--- src/rtl/spbw_pkg.sv ---
// ----------------------------------------------------------------------------
// spbw_pkg
// Shared types, constants and arithmetic helpers of the sheared periodic
// boundary unit.
// ----------------------------------------------------------------------------
package spbw_pkg;

    // word and fixed point format
    localparam int WORD_BITS = 32;
    localparam int FRAC_BITS = 16;
    localparam int BOX_BITS  = 31;

    // register file
    localparam int ADDR_BITS = 5;
    localparam int REG_BITS  = 3;
    localparam logic [REG_BITS-1:0] REG_BOX_X       = 3'd0;
    localparam logic [REG_BITS-1:0] REG_BOX_Y       = 3'd1;
    localparam logic [REG_BITS-1:0] REG_BOX_Z       = 3'd2;
    localparam logic [REG_BITS-1:0] REG_SHEAR_RATE  = 3'd3;
    localparam logic [REG_BITS-1:0] REG_START_SHIFT = 3'd4;

    // command codes
    localparam int CMD_BITS = 3;
    localparam logic [CMD_BITS-1:0] CMD_WRAP     = 3'd0;
    localparam logic [CMD_BITS-1:0] CMD_WRAP_VEL = 3'd1;
    localparam logic [CMD_BITS-1:0] CMD_WRAP_DT  = 3'd2;
    localparam logic [CMD_BITS-1:0] CMD_ADVANCE  = 3'd3;
    localparam logic [CMD_BITS-1:0] CMD_PECULIAR = 3'd4;

    // two-pass multiplier: a is split into a low unsigned and a high signed part
    localparam int MUL_A_BITS = 50;
    localparam int MUL_B_BITS = 34;
    localparam int MUL_SPLIT  = 24;
    localparam int MUL_P_BITS = MUL_A_BITS + MUL_B_BITS;

    // wide signed sums before clamping
    localparam int SUM_BITS = MUL_P_BITS + 2;
    // shift plus step, and the wrapped x before reduction
    localparam int SH_BITS  = WORD_BITS + 1;
    localparam int DVD_BITS = 2 * WORD_BITS + 1;

    // bit-serial divider
    localparam int DIV_N_BITS     = 2 * WORD_BITS;
    localparam int DIV_SHORT_ITER = WORD_BITS + 2;
    localparam int DIV_LONG_ITER  = DIV_N_BITS;
    localparam int DIV_CNT_BITS   = $clog2(DIV_LONG_ITER + 1);
    localparam int FQ_BITS        = DIV_SHORT_ITER;

    localparam logic signed [SUM_BITS-1:0] W_MAX =
        {{(SUM_BITS-WORD_BITS+1){1'b0}}, {(WORD_BITS-1){1'b1}}};
    localparam logic signed [SUM_BITS-1:0] W_MIN = ~W_MAX;

    typedef enum logic [2:0] {
        M_RATE_LY, M_N_VB, M_DT_VB, M_N_USE, M_Y_RATE
    } t_msel;

    typedef enum logic [1:0] {
        D_Y, D_Z, D_X, D_SUM
    } t_dsel;

    typedef enum logic [3:0] {
        CAP_NONE, CAP_Y, CAP_Z, CAP_X, CAP_SUM, CAP_VB, CAP_NV, CAP_D,
        CAP_USE, CAP_SUMADD, CAP_NU, CAP_PV
    } t_cap;

    typedef struct packed {
        logic  accept;
        logic  mul_go;
        t_msel msel;
        logic  div_go;
        t_dsel dsel;
        t_cap  cap;
        logic  load_out;
    } t_ctrl;

    typedef struct packed {
        logic mul_done;
        logic div_done;
    } t_stat;

    // divide by 2^FRAC_BITS, round half to even
    function automatic logic signed [MUL_P_BITS-1:0] rne_frac(
        input logic signed [MUL_P_BITS-1:0] p);
        logic signed [MUL_P_BITS-1:0] q;
        logic [FRAC_BITS-1:0]         frac;
        logic [FRAC_BITS-1:0]         half;
        logic                         up;
        q    = p >>> FRAC_BITS;
        frac = p[FRAC_BITS-1:0];
        half = {1'b1, {(FRAC_BITS-1){1'b0}}};
        up   = (frac > half) || ((frac == half) && q[0]);
        return q + MUL_P_BITS'(up);
    endfunction

    // out of the signed word range
    function automatic logic over_w(input logic signed [SUM_BITS-1:0] v);
        return (v > W_MAX) || (v < W_MIN);
    endfunction

    // saturate to the signed word range
    function automatic logic [WORD_BITS-1:0] clamp_w(input logic signed [SUM_BITS-1:0] v);
        logic [WORD_BITS-1:0] res;
        if (v > W_MAX) begin
            res = W_MAX[WORD_BITS-1:0];
        end else if (v < W_MIN) begin
            res = W_MIN[WORD_BITS-1:0];
        end else begin
            res = v[WORD_BITS-1:0];
        end
        return res;
    endfunction

endpackage

--- src/rtl/spbw_ctrl.sv ---
// ----------------------------------------------------------------------------
// spbw_ctrl
// Command sequencer: walks each command through the multiplier and divider
// steps and hands the result to the output register.
// ----------------------------------------------------------------------------
module spbw_ctrl import spbw_pkg::*; (
    input  logic                i_clk,
    input  logic                i_rst_n,
    input  logic                i_in_valid,
    output logic                o_in_ready,
    input  logic [CMD_BITS-1:0] i_cmd,
    output logic                o_out_valid,
    input  logic                i_out_ready,
    output t_ctrl               o_ctrl,
    input  t_stat               i_stat
);

    typedef enum logic [22:0] {
        S_IDLE   = 23'd1 << 0,
        S_DIVY   = 23'd1 << 1,
        S_WDIVY  = 23'd1 << 2,
        S_DIVZ   = 23'd1 << 3,
        S_WDIVZ  = 23'd1 << 4,
        S_VB     = 23'd1 << 5,
        S_WVB    = 23'd1 << 6,
        S_NV     = 23'd1 << 7,
        S_WNV    = 23'd1 << 8,
        S_DSTEP  = 23'd1 << 9,
        S_WD     = 23'd1 << 10,
        S_USE    = 23'd1 << 11,
        S_SUMADD = 23'd1 << 12,
        S_NU     = 23'd1 << 13,
        S_WNU    = 23'd1 << 14,
        S_DIVX   = 23'd1 << 15,
        S_WDIVX  = 23'd1 << 16,
        S_DIVS   = 23'd1 << 17,
        S_WDIVS  = 23'd1 << 18,
        S_PV     = 23'd1 << 19,
        S_WPV    = 23'd1 << 20,
        S_PVSUB  = 23'd1 << 21,
        S_DONE   = 23'd1 << 22
    } t_state;

    t_state              r_state, n_state;
    logic [CMD_BITS-1:0] r_cmd;
    logic                r_out_valid;
    logic                w_out_free;

    assign w_out_free = !r_out_valid || i_out_ready;

    // next state and step commands
    always_comb begin
        n_state         = r_state;
        o_ctrl.accept   = 1'b0;
        o_ctrl.mul_go   = 1'b0;
        o_ctrl.msel     = M_RATE_LY;
        o_ctrl.div_go   = 1'b0;
        o_ctrl.dsel     = D_Y;
        o_ctrl.cap      = CAP_NONE;
        o_ctrl.load_out = 1'b0;
        unique case (r_state)
            S_IDLE: begin
                if (i_in_valid) begin
                    o_ctrl.accept = 1'b1;
                    unique case (i_cmd) inside
                        CMD_WRAP, CMD_WRAP_VEL, CMD_WRAP_DT: n_state = S_DIVY;
                        CMD_ADVANCE:  n_state = S_VB;
                        CMD_PECULIAR: n_state = S_PV;
                        default:      n_state = S_DONE;
                    endcase
                end
            end
            S_DIVY: begin
                o_ctrl.div_go = 1'b1;
                o_ctrl.dsel   = D_Y;
                n_state       = S_WDIVY;
            end
            S_WDIVY: begin
                if (i_stat.div_done) begin
                    o_ctrl.cap = CAP_Y;
                    n_state    = S_DIVZ;
                end
            end
            S_DIVZ: begin
                o_ctrl.div_go = 1'b1;
                o_ctrl.dsel   = D_Z;
                n_state       = S_WDIVZ;
            end
            S_WDIVZ: begin
                if (i_stat.div_done) begin
                    o_ctrl.cap = CAP_Z;
                    n_state    = (r_cmd == CMD_WRAP) ? S_NU : S_VB;
                end
            end
            S_VB: begin
                o_ctrl.mul_go = 1'b1;
                o_ctrl.msel   = M_RATE_LY;
                n_state       = S_WVB;
            end
            S_WVB: begin
                if (i_stat.mul_done) begin
                    o_ctrl.cap = CAP_VB;
                    n_state    = (r_cmd == CMD_WRAP_VEL) ? S_NV : S_DSTEP;
                end
            end
            S_NV: begin
                o_ctrl.mul_go = 1'b1;
                o_ctrl.msel   = M_N_VB;
                n_state       = S_WNV;
            end
            S_WNV: begin
                if (i_stat.mul_done) begin
                    o_ctrl.cap = CAP_NV;
                    n_state    = S_NU;
                end
            end
            S_DSTEP: begin
                o_ctrl.mul_go = 1'b1;
                o_ctrl.msel   = M_DT_VB;
                n_state       = S_WD;
            end
            S_WD: begin
                if (i_stat.mul_done) begin
                    o_ctrl.cap = CAP_D;
                    n_state    = (r_cmd == CMD_WRAP_DT) ? S_USE : S_SUMADD;
                end
            end
            S_USE: begin
                o_ctrl.cap = CAP_USE;
                n_state    = S_NU;
            end
            S_SUMADD: begin
                o_ctrl.cap = CAP_SUMADD;
                n_state    = S_DIVS;
            end
            S_NU: begin
                o_ctrl.mul_go = 1'b1;
                o_ctrl.msel   = M_N_USE;
                n_state       = S_WNU;
            end
            S_WNU: begin
                if (i_stat.mul_done) begin
                    o_ctrl.cap = CAP_NU;
                    n_state    = S_DIVX;
                end
            end
            S_DIVX: begin
                o_ctrl.div_go = 1'b1;
                o_ctrl.dsel   = D_X;
                n_state       = S_WDIVX;
            end
            S_WDIVX: begin
                if (i_stat.div_done) begin
                    o_ctrl.cap = CAP_X;
                    n_state    = S_DONE;
                end
            end
            S_DIVS: begin
                o_ctrl.div_go = 1'b1;
                o_ctrl.dsel   = D_SUM;
                n_state       = S_WDIVS;
            end
            S_WDIVS: begin
                if (i_stat.div_done) begin
                    o_ctrl.cap = CAP_SUM;
                    n_state    = S_DONE;
                end
            end
            S_PV: begin
                o_ctrl.mul_go = 1'b1;
                o_ctrl.msel   = M_Y_RATE;
                n_state       = S_WPV;
            end
            S_WPV: begin
                if (i_stat.mul_done) begin
                    o_ctrl.cap = CAP_VB;
                    n_state    = S_PVSUB;
                end
            end
            S_PVSUB: begin
                o_ctrl.cap = CAP_PV;
                n_state    = S_DONE;
            end
            S_DONE: begin
                if (w_out_free) begin
                    o_ctrl.load_out = 1'b1;
                    n_state         = S_IDLE;
                end
            end
            default: n_state = S_IDLE;
        endcase
    end

    // state, command and output valid
    always_ff @(posedge i_clk) begin
        if (!i_rst_n) begin
            r_state     <= S_IDLE;
            r_cmd       <= CMD_WRAP;
            r_out_valid <= 1'b0;
        end else begin
            r_state <= n_state;
            if (o_ctrl.accept) begin
                r_cmd <= i_cmd;
            end
            if (o_ctrl.load_out) begin
                r_out_valid <= 1'b1;
            end else if (i_out_ready) begin
                r_out_valid <= 1'b0;
            end
        end
    end

    assign o_in_ready  = (r_state == S_IDLE);
    assign o_out_valid = r_out_valid;

    // a finished beat is never overwritten before it is taken
    a_no_overwrite: assert property (@(posedge i_clk) disable iff (!i_rst_n)
        o_ctrl.load_out |-> (!r_out_valid || i_out_ready))
        else $error("result overwritten before taken");

    // a load always raises output valid on the next edge
    a_load_valid: assert property (@(posedge i_clk) disable iff (!i_rst_n)
        o_ctrl.load_out |=> r_out_valid)
        else $error("loaded result not presented");

    // the two arithmetic units are never launched together
    a_one_unit: assert property (@(posedge i_clk) disable iff (!i_rst_n)
        !(o_ctrl.mul_go && o_ctrl.div_go))
        else $error("multiplier and divider launched together");

endmodule

--- config.mk ---
export PLATFORM = sky130hd
export DESIGN_NAME = spbw_ctrl
export DESIGN_NICKNAME = d
export VERILOG_FILES = /design/src/rtl/spbw_pkg.sv /design/src/rtl/spbw_ctrl.sv
export SDC_FILE = /design/constraint.sdc
export NUM_CORES = 1
export LEC_CHECK = 0
export BUFFER_PORTS_ARGS = -buffer_cell sky130_fd_sc_hd__buf_4
export CORE_MARGIN = 4
export CORE_UTILIZATION = 53
export DETAILED_ROUTE_END_ITERATION = 7
export PLACE_DENSITY = 0.71
export SETUP_SLACK_MARGIN = 0.3
export SLEW_MARGIN = 10
export SYNTH_ARGS = -nofsm -noshare
export SYNTH_HDL_FRONTEND = slang
export SYNTH_SLANG_ARGS = --single-unit
export TNS_END_PERCENT = 5
--- constraint.sdc ---
create_clock -name i_clk -period 7.1 [get_ports i_clk]
set_input_delay 2.13 -clock i_clk [delete_from_list [all_inputs] [get_ports i_clk]]
set_output_delay 2.13 -clock i_clk [all_outputs]
set_load 0.05 [all_outputs]
### Word level (Yosys, flattened, before mapping)

Cells that the tools add are included.

| operators by class | value |
|---|---|
| reductions and logical operators | 9 |
| multiplexer cells | 32 |
| equality and inequality tests | 39 |

Operator list:

| cell | number |
|---|---|
| one-hot mux 23 bit (22 select lines) | 1 |
| 2-to-1 mux 23 bit | 10 |
| one-hot mux 23 bit (3 select lines) | 1 |
| one-hot mux 4 bit (11 select lines) | 1 |
| equality test 23 x 1 -> 1 bit, second input constant | 1 |
| equality test 23 x 10 -> 1 bit, second input constant | 1 |
| equality test 23 x 11 -> 1 bit, second input constant | 1 |
| equality test 23 x 12 -> 1 bit, second input constant | 1 |
| equality test 23 x 13 -> 1 bit, second input constant | 1 |
| equality test 23 x 14 -> 1 bit, second input constant | 1 |
| equality test 23 x 15 -> 1 bit, second input constant | 1 |
| equality test 23 x 16 -> 1 bit, second input constant | 1 |
| equality test 23 x 17 -> 1 bit, second input constant | 1 |
| equality test 23 x 18 -> 1 bit, second input constant | 1 |
| equality test 23 x 19 -> 1 bit, second input constant | 1 |
| equality test 23 x 2 -> 1 bit, second input constant | 1 |
| equality test 23 x 20 -> 1 bit, second input constant | 1 |
| equality test 23 x 21 -> 1 bit, second input constant | 1 |
| equality test 23 x 22 -> 1 bit, second input constant | 1 |
| equality test 23 bit, second input constant | 1 |
| equality test 23 x 3 -> 1 bit, second input constant | 1 |
| equality test 23 x 4 -> 1 bit, second input constant | 1 |
| equality test 23 x 5 -> 1 bit, second input constant | 1 |
| equality test 23 x 6 -> 1 bit, second input constant | 1 |
| other kinds (24) | 47 |

| word-level totals | value |
|---|---|
| register bits | 27 |
| word-level logic and storage cells | 83 |
| bits of input ports | 9 |
| output and inout port bits | 15 |

### Depth between registers and ports, before layout

Gate-level depths: netlist of run 1.

| logic depth | value |
|---|---|
| depth in word-level cells | 5 |
| mapped depth | 9 |
| gate-level depth less buffers | 7 |

### Least setup slack after synthesis of run 1

OpenSTA, ideal clock, no wires.

| path | value |
|---|---|
| path kind | in2out |
| start | in i_out_ready |
| end | out o_ctrl[0] (netlist name) |
| stages on the path | 2 |
| arrival time | 3.629 ns |
| path buffers | 0 |
| required time | 4.970 ns |
| slack | 1.341 ns |
| path through | nor2b_1 -> nor4_1 |

RTL lines:

| element | line | RTL |
|---|---|---|
| start: declaration | spbw_ctrl.sv:13 | `input logic i_out_ready,` |
| end: declaration | spbw_ctrl.sv:14 | `output t_ctrl o_ctrl,` |

==> results of run 1 <==
==> stage by stage <==
| step | setup WS [ns] | total power, W | util | area [um^2] | hold WS, ns |
|---|---|---|---|---|---|
| 2_1_floorplan | 1.34 | 0.000245 | - | 1750 | 0.463 |
| 3_3_place_gp | 2.07 | 0.000268 | 0.620 | 1920 | 0.477 |
| 3_5_place_dp | 2.05 | 0.000269 | 0.620 | 1920 | 0.504 |
| 4_1_cts | 2.03 | 0.000337 | 0.629 | 1950 | 0.523 |
| 5_1_grt | 1.82 | 0.000354 | 0.629 | 1950 | 0.558 |
| 6_report | 1.92 | 0.000336 | 0.629 | 1950 | 0.519 |
==> worst paths after layout <==
kind	from	slack [ns]	cells after the start	to
worst max-delay path	r_state[5]	1.92	6	o_ctrl[4]
worst min-delay path	r_cmd[0]	0.52	2	r_cmd[0]
worst min register to register	r_cmd[0]	0.52	2	r_cmd[0]
worst max register to register	r_state[5]	3.76	6	r_state[17]
==> per-layer routing <==
layer  global-route usage  share of wire  up-vias
met1                0.295           0.42      853
met5                    0              0        -
met2                0.412           0.48       79
met4               0.0959          0.020        0
li1                     -              -      879
met3               0.0308          0.073       11
==> worst reg2reg max path: cells and delay by family, from the launching register on <==
family / cells / cell delay, ns
simple gates: 5 / 2.41
compound gates: 1 / 0.44
flops: 1 / 0.41
==> registers in the layout, indices dropped and copies added (netlist names) <==
| register | count |
|---|---|
| r_cmd | 3 |
| r_state | 23 |
| o_out_valid | 1 |
==> where the power goes <==
part           switching [W]  internal, W
logic              0.0000703    0.0000339
clock network      0.0000477    0.0000212
registers         0.00000612     0.000157
==> cell usage in the layout, fill, tap and decap left out, drive strengths merged, types with 4 or more instances in the layout <==
cell type,count
dfxtp,27
buf,23
nand2,22
nor2,21
nor3,15
o21ai,14
a21boi,12
nand3,11
nor4,11
nand4,8
or4,8
inv,6
nor3b,6
and2,6
or3,5
nor4b,4
and3,4
xnor2,4
==> cell families (layout without fill, tap and decap cells) <==
| logic type | after synthesis | after routing |
|---|---|---|
| compound gates | 38 | 38 |
| xor+xnor | 4 | 4 |
| buf+inv | 15 | 33 |
| flops | 27 | 27 |
| simple gates | 139 | 139 |
==> layout make-up <==
type                    count  area share
multi-input cells         181       0.581
flip-flops and latches     27       0.277
repair buffers             23      0.0885
well taps                  44      0.0282
clock buffers               3      0.0115
inverters                   6      0.0115
clock inverters             1     0.00256
==> impl_metrics.ini, run 1 <==
[routing]
wl_per_cell_um = 16.5
vias = 1822
dr.pass1.iters = 4
ant_nets = 0
drt_iter0_drc = 165
routed_via_density = 6.39
drt_wl_total_um = 4690
drc = 0

[synth]
synth-seq-cells = 27
synth_top_family_by_area = simple AND/OR/NAND/NOR gates
synthAdderAreaFrac = 0
yosysWarnings = 0
syn_nets = 232
synth_cell_types = 47
synthTopCellsByArea = dfxtp_1, nand2_1, nor2_1, a21boi_1, nor3_1
synth_compound_area_frac = 0.152
synthesis.area_um2 = 1750
yosysSeqAreaShare = 0.309
synthArstFlopShare = 0
synthTopCellsByCount = dfxtp_1, nand2_1, nor2_1
ys.flop_type = dfxtp_1
avgSynthCellArea_um2 = 7.84
synth_xor_area_frac = 0.0200
yosysMostFrequentCell = dfxtp_1
yosysTopAreaCell = dfxtp_1
synth_edf_count = 0
synth-simple-area-share = 0.476
syn_inst = 223
synth.mux.area_fraction = 0
synth_top_area_share = 0.309

[floorplan]
core_area_um2 = 3100
die_w_um = 65.4
start_util = 0.563
rows = 20
die_y_um = 65.4
io_pins = 24
dieArea_um2 = 4280

[worst_setup_path]
arrival_ns = 3.05
start_kind = flip-flop
cp_num_buf_inv = 1
cp_common_cell = nor4_1
criticalPathCategory = reg2out
cp.required_ns = 4.97
worstPathMaxFanout = 7
critPathCaptureType = output pin
crit_chain = nor4_1, nand2_2, nor4_1, a311oi_1, nand2_1, buf_4
critical_path.top_delay_family = simple AND/OR/NAND/NOR gates
slowest_delay_ns = 0.87
slowest_stage = nor4_1

[timing]
finClkSkew_ns = 0.00447
min_period_ns = 5.18
setup_viol = 0
tightest_slew_ns = 1.03
period_share = 0.729
grt_setup_unrepaired = no
hold_violations = 0
slew_headroom = 0.315
fin_tns_setup_ns = 0
max_freq_mhz = 193
slew_viol_final = 0

[finish]
fin_nets = 251
regArea_um2 = 541
syn_to_final_growth_pct = 11.7
n_antenna_cell = 0
drive_gt1_frac = 0.162
multi_input_area_um2 = 1130
final_cells = 285
nFillCells = 308

[clock_tree]
clk_latency_ns = 0.33
tritoncts = yes
clk_path_buf_depth = 2
cts.clk_slew.worst_paths_ns = 0.15
post_cts_buffers = 0
htreeDepth = 1
numCtsBuffers = 3
clkSinkCount = 27
cts_root_buf = clkbuf_4
post_cts_resized = 0
ctsHoldBuffers = 0

[power_and_ir_drop]
ir_drop_v = 0.000126
powerDensity_nw_per_um2 = 172
p_leak_nw = 0.796

[global_routing]
antenna_found_initial = 0
grt_first_pass_wirelength_um = 7920
grt.total_usage = 0.238
grt_max_degree = 18
grt_pass1_vias = 1737
grt-ovfl-total = 0

[outcome]
status = complete, no violations

[placed_design]
gp_congestion = 0.947
dp_hpwl_um = 3670
portBuffers = 23
place_inst = 281

[worst_hold_path]
hold_path_class = reg2reg

[job]
drv_cap = 0
(Power assumes the default switching activity.)
==> run 2: changes to the inputs <==
--- a/config.mk
+++ b/config.mk
@@ -7,9 +7,9 @@
 export LEC_CHECK = 0
 export BUFFER_PORTS_ARGS = -buffer_cell sky130_fd_sc_hd__buf_4
 export CORE_MARGIN = 4
-export CORE_UTILIZATION = 53
+export CORE_UTILIZATION = 51
 export DETAILED_ROUTE_END_ITERATION = 7
-export PLACE_DENSITY = 0.71
+export PLACE_DENSITY = 0.72
 export SETUP_SLACK_MARGIN = 0.3
 export SLEW_MARGIN = 10
 export SYNTH_ARGS = -nofsm -noshare
==> constraint.sdc (replaced) <==
create_clock -name i_clk -period 4.65 [get_ports i_clk]
set_input_delay 1.395 -clock i_clk [delete_from_list [all_inputs] [get_ports i_clk]]
set_output_delay 1.395 -clock i_clk [all_outputs]
set_load 0.05 [all_outputs]
==> run 2 against run 1 <==
Effect of this change:
- non-clock buffer count rose by 2
- clock-buffer cell count unchanged
- total power is 56% higher
- worst hold slack got worse by 0.0053 ns
- critical path type unchanged
- largest power group unchanged
==> impl_metrics.ini, run 2 (synthesis results as in run 1) <==
[routing]
drt_iter0_drc = 242
routed_via_density = 6.41
wl_per_cell_um = 17.6
vias = 1840
drt_wl_total_um = 5050
dr.pass1.iters = 5
ant_nets = 0
drc = 0

[floorplan]
rows = 20
core_area_um2 = 3150
die_w_um = 66.5
start_util = 0.554
die_y_um = 66.5
io_pins = 24
dieArea_um2 = 4430

[clock_tree]
numCtsBuffers = 3
clkSinkCount = 27
clk_path_buf_depth = 2
cts.clk_slew.worst_paths_ns = 0.16
post_cts_buffers = 0
tritoncts = yes
cts_root_buf = clkbuf_4
clk_latency_ns = 0.34
htreeDepth = 1

[global_routing]
antenna_found_initial = 0
grt-ovfl-total = 0
grt_max_degree = 18
grt_pass1_vias = 1689
grt_first_pass_wirelength_um = 8200
grt.total_usage = 0.245

[finish]
final_common_cell = dfxtp_1
largest_reg_flops = 23
drive_gt1_frac = 0.173
syn_to_final_growth_pct = 13.0
fin_nets = 253
final_core_util = 0.626
nFillCells = 328
final_cell_mix = dfxtp_1, buf_4, nand2_1, nor2_1
n_antenna_cell = 0
top_register = r_state

[placed_design]
dp_hpwl_um = 3850
gp_congestion = 1.04
portBuffers = 23

[timing]
finClkSkew_ns = 0.00549
fin_tns_setup_ns = 0
hold_violations = 0
min_period_ns = 4.15
setup_viol = 0
max_freq_mhz = 241
period_share = 0.892
tightest_slew_ns = 0.994
slew_viol_final = 0
grt_setup_unrepaired = no
slew_headroom = 0.336

[worst_setup_path]
arrival_ns = 2.75
worstPathMaxFanout = 6
start_kind = flip-flop
critPathCaptureType = output pin
r2r_start = r_state[8]
cp.required_ns = 3.25
startpoint = r_state[0]
criticalPathCategory = reg2out

[power_and_ir_drop]
powerDensity_nw_per_um2 = 265
ir_drop_v = 0.000183
p_leak_nw = 0.802

[outcome]
status = complete, no violations

[worst_hold_path]
min-delay-start = r_cmd[0]
hold_path_class = reg2reg

[job]
drv_cap = 0
## run 2: worst paths after layout
path,to,slack (ns),depth (start not counted)
worst max-delay path,o_ctrl[1],0.50,7
worst min-delay path,r_cmd[0],0.51,2
worst max register to register,r_state[11],1.39,6
worst min register to register,r_cmd[0],0.51,2
## run 2: where the power goes
group / internal [W] / switching [W]
Sequential: 0.000240 / 0.00000948
Combinational: 0.0000541 / 0.000110
Clock: 0.0000330 / 0.0000768
Total: 0.000327 / 0.000197
## run 2: cell type report
| class | instances | area (um^2) | share of cell area |
|---|---|---|---|
| sequential | 27 | 541 | 0.274 |
| inverter | 6 | 22.5 | 0.0114 |
| clock buffer | 3 | 22.5 | 0.0114 |
| tap | 44 | 55.1 | 0.0279 |
| clock inverter | 1 | 7.51 | 0.00380 |
| multi-input combinational | 181 | 1140 | 0.577 |
| timing repair buffer | 25 | 188 | 0.0951 |
## run 2: timing repair
action	CTS	global route
resized for setup	0	1
setup endpoints to repair	0	1
hold buffers	0	0
## run 2: metrics by stage
stage               power (W)  hold WS [ns]  cell area [um^2]  worst slack, ns  instances
floorplan            0.000374         0.463              1750            0.361        223
global placement     0.000409         0.479              1940            0.937        283
detailed placement   0.000412         0.493              1940            0.865        283
CTS                  0.000518         0.511              1970            0.437        287
global route         0.000547         0.544              1970            0.395        287
finish               0.000523         0.514              1970            0.500        287
## run 2: critical path, cell delays in order, from the launching register on
cell and delay [ns]:
dfxtp_1 0.38, or4_1 0.68, or3_4 0.50, nor3_1 0.21
and3_1 0.27, o21ai_0 0.11, nand3_1 0.07, buf_4 0.20
## run 2: layer usage
metal  GRT usage  routed length, um  vias to the layer above
met5           0                  0                        -
met4      0.0736                117                        0
met3      0.0270                428                       16
met2       0.425               2430                      101
met1       0.317               2070                      842
li1            -                  -                      881
==> run 3: changes to the inputs <==
--- a/config.mk
+++ b/config.mk
@@ -5,10 +5,12 @@
 export SDC_FILE = /design/constraint.sdc
 export NUM_CORES = 1
 export LEC_CHECK = 0
+export ABC_AREA = 1
 export BUFFER_PORTS_ARGS = -buffer_cell sky130_fd_sc_hd__buf_4
 export CORE_MARGIN = 4
-export CORE_UTILIZATION = 51
+export CORE_UTILIZATION = 52
 export DETAILED_ROUTE_END_ITERATION = 7
+export MAX_ROUTING_LAYER = met4
 export PLACE_DENSITY = 0.72
 export SETUP_SLACK_MARGIN = 0.3
 export SLEW_MARGIN = 10
==> run 3 against run 2 <==
Effect of this change:
- non-clock buffer count shrank 2
- clock power up 24%
- clock-buffer cell count rose by 1
- maximum frequency increased by 17%
- clock skew shrank 0.0039 ns
- sequential power increased by 45%
- synthesized cell count grew 31%
- core utilization is 0.69 points higher
- highest routed layer unchanged
- via count up 1.1%
- flip-flop and latch count did not move
- first-iteration DRC count decreased by 60%
- synthesized area grew 11%
==> impl_metrics.ini, run 3 <==
[clock_tree]
ctsHoldBuffers = 0
tritoncts = yes
cts.clk_slew.worst_paths_ns = 0.09
cts_root_buf = clkbuf_8
htreeDepth = 1
post_cts_resized = 0
numCtsBuffers = 3
clkSinkCount = 27
clk_path_buf_depth = 2
clk_latency_ns = 0.27
post_cts_buffers = 0

[floorplan]
start_util = 0.560
io_pins = 24
core_area_um2 = 3470
die_y_um = 69.1
die_w_um = 69.1
dieArea_um2 = 4780
rows = 21

[timing]
slew_headroom = 0.754
setup_viol = 0
fin_tns_setup_ns = 0
hold_violations = 0
max_freq_mhz = 281
slew_viol_final = 0
min_period_ns = 3.56
period_share = 0.765
tightest_slew_ns = 0.366
grt_setup_unrepaired = no
finClkSkew_ns = 0.00156

[routing]
routed_via_density = 5.13
vias = 1861
drt_iter0_drc = 96
ant_nets = 0
wl_per_cell_um = 12.5
drt_wl_total_um = 4550
dr.pass1.iters = 4
drc = 0

[synth]
yosysMostFrequentCell = nand2_1
synth_cell_types = 34
yosysTopAreaCell = dfxtp_1
synth_edf_count = 0
synth_top_area_share = 0.278
synthArstFlopShare = 0
synth-seq-cells = 27
synthesis.area_um2 = 1940
yosysWarnings = 0
yosysSeqAreaShare = 0.278
syn_nets = 302
synthTopCellsByArea = dfxtp_1, nand2_1, nor2_1, inv_1, nand3_1
ys.flop_type = dfxtp_1
avgSynthCellArea_um2 = 6.63
synthTopCellsByCount = nand2_1, nor2_1, inv_1
syn_inst = 293

[worst_setup_path]
r2r_start = r_state[10]
critical_path.top_delay_family = simple AND/OR/NAND/NOR gates
crit_chain = buf_4, inv_1, or2_2, nand3_1, buf_4
critPathCaptureType = output pin
slowest_stage = or2_2
rr_endpoint = r_state[20]
cp.required_ns = 3.25
r2r_cells = 12
arrival_ns = 2.16
cp_common_cell = buf_4
slowest_delay_ns = 0.31
r2r_slack_ns = 2.63
start_kind = input pin
criticalPathCategory = in2out
cp_num_buf_inv = 3
worstPathMaxFanout = 4

[finish]
multi_input_area_um2 = 1180
drive_gt1_frac = 0.265
n_antenna_cell = 0
final_common_cell = nand2_1
largest_reg_flops = 23
regArea_um2 = 541
top_register = r_state
fin_nets = 327
final_cell_mix = nand2_1, nor2_1, inv_1, dfxtp_1, buf_4
syn_to_final_growth_pct = 13.0
nFillCells = 358

[worst_hold_path]
hold-path-cell-count = 2
hold_path_class = reg2reg
hold_end = r_state[8]
min-delay-start = r_state[8]

[global_routing]
grt-ovfl-total = 0
grt.total_usage = 0.205
grt_max_degree = 24
grt_pass1_vias = 1779
antenna_found_initial = 0
grt_first_pass_wirelength_um = 8000

[placed_design]
gp_congestion = 0.889
portBuffers = 23
dp_hpwl_um = 3610

[power_and_ir_drop]
p_leak_nw = 1.19
powerDensity_nw_per_um2 = 834
ir_drop_v = 0.000899
finalPower_w = 0.00183

[outcome]
status = complete, no violations

[job]
drv_cap = 0
-- run 3: through the flow --
stage          area [um^2]  hold WS (ns)  std cells  worst slack (ns)  utilization
2_1_floorplan         1950         0.461        293             0.808            -
3_3_place_gp          2150         0.488        359              1.11        0.620
3_5_place_dp          2150         0.497        359              1.10        0.620
4_1_cts               2200         0.512        363              1.10        0.633
5_1_grt               2200         0.575        363              1.03        0.633
6_report              2200         0.509        363              1.09        0.633
-- run 3: layout make-up --
type / instances / area share
clock buffer: 4 / 0.0205
inverter: 52 / 0.0923
multi-input combinational: 211 / 0.536
sequential: 27 / 0.246
tap: 46 / 0.0262
timing repair buffer: 23 / 0.0786
-- run 3: worst max-delay path by stage --
stage,from,to,slack [ns],depth (start not counted)
after floorplan,i_out_ready,o_ctrl[0],0.81,2
after global placement,i_stat[1],o_ctrl[3],1.11,5
after detailed placement,i_stat[1],o_ctrl[3],1.10,5
after CTS,i_stat[1],o_ctrl[3],1.10,5
after global routing,r_state[22],o_ctrl[3],1.03,9
final,i_stat[1],o_ctrl[3],1.09,5
-- run 3: where the power goes --
group          internal (W)  total [W]  switching, W
clock             0.0000615   0.000136     0.0000746
combinational      0.000402    0.00134      0.000933
sequential         0.000301   0.000360     0.0000593
-- run 3: cell families (layout without fill, tap and decap cells) --
kind of cell | Yosys count | in the layout | synth area share
simple gates | 191 | 191 | 0.534
buf+inv | 55 | 79 | 0.119
flops | 27 | 27 | 0.278
compound gates | 20 | 20 | 0.0683
-- run 3: metal layers --
layer  vias to the layer above  routed length [um]  global-route usage
li1                        971                   -                   -
met1                       839                2120               0.268
met2                        45                2110               0.329
met3                         6                 279              0.0378
met4                         0                  40              0.0456
met5                         -                   0                   -
-- run 3: tightest hold or removal path, cell delays in order, from the launching register on --
cell	delay (ns)
dfxtp_1	0.33
nor2_1	0.10
nor2_1	0.04
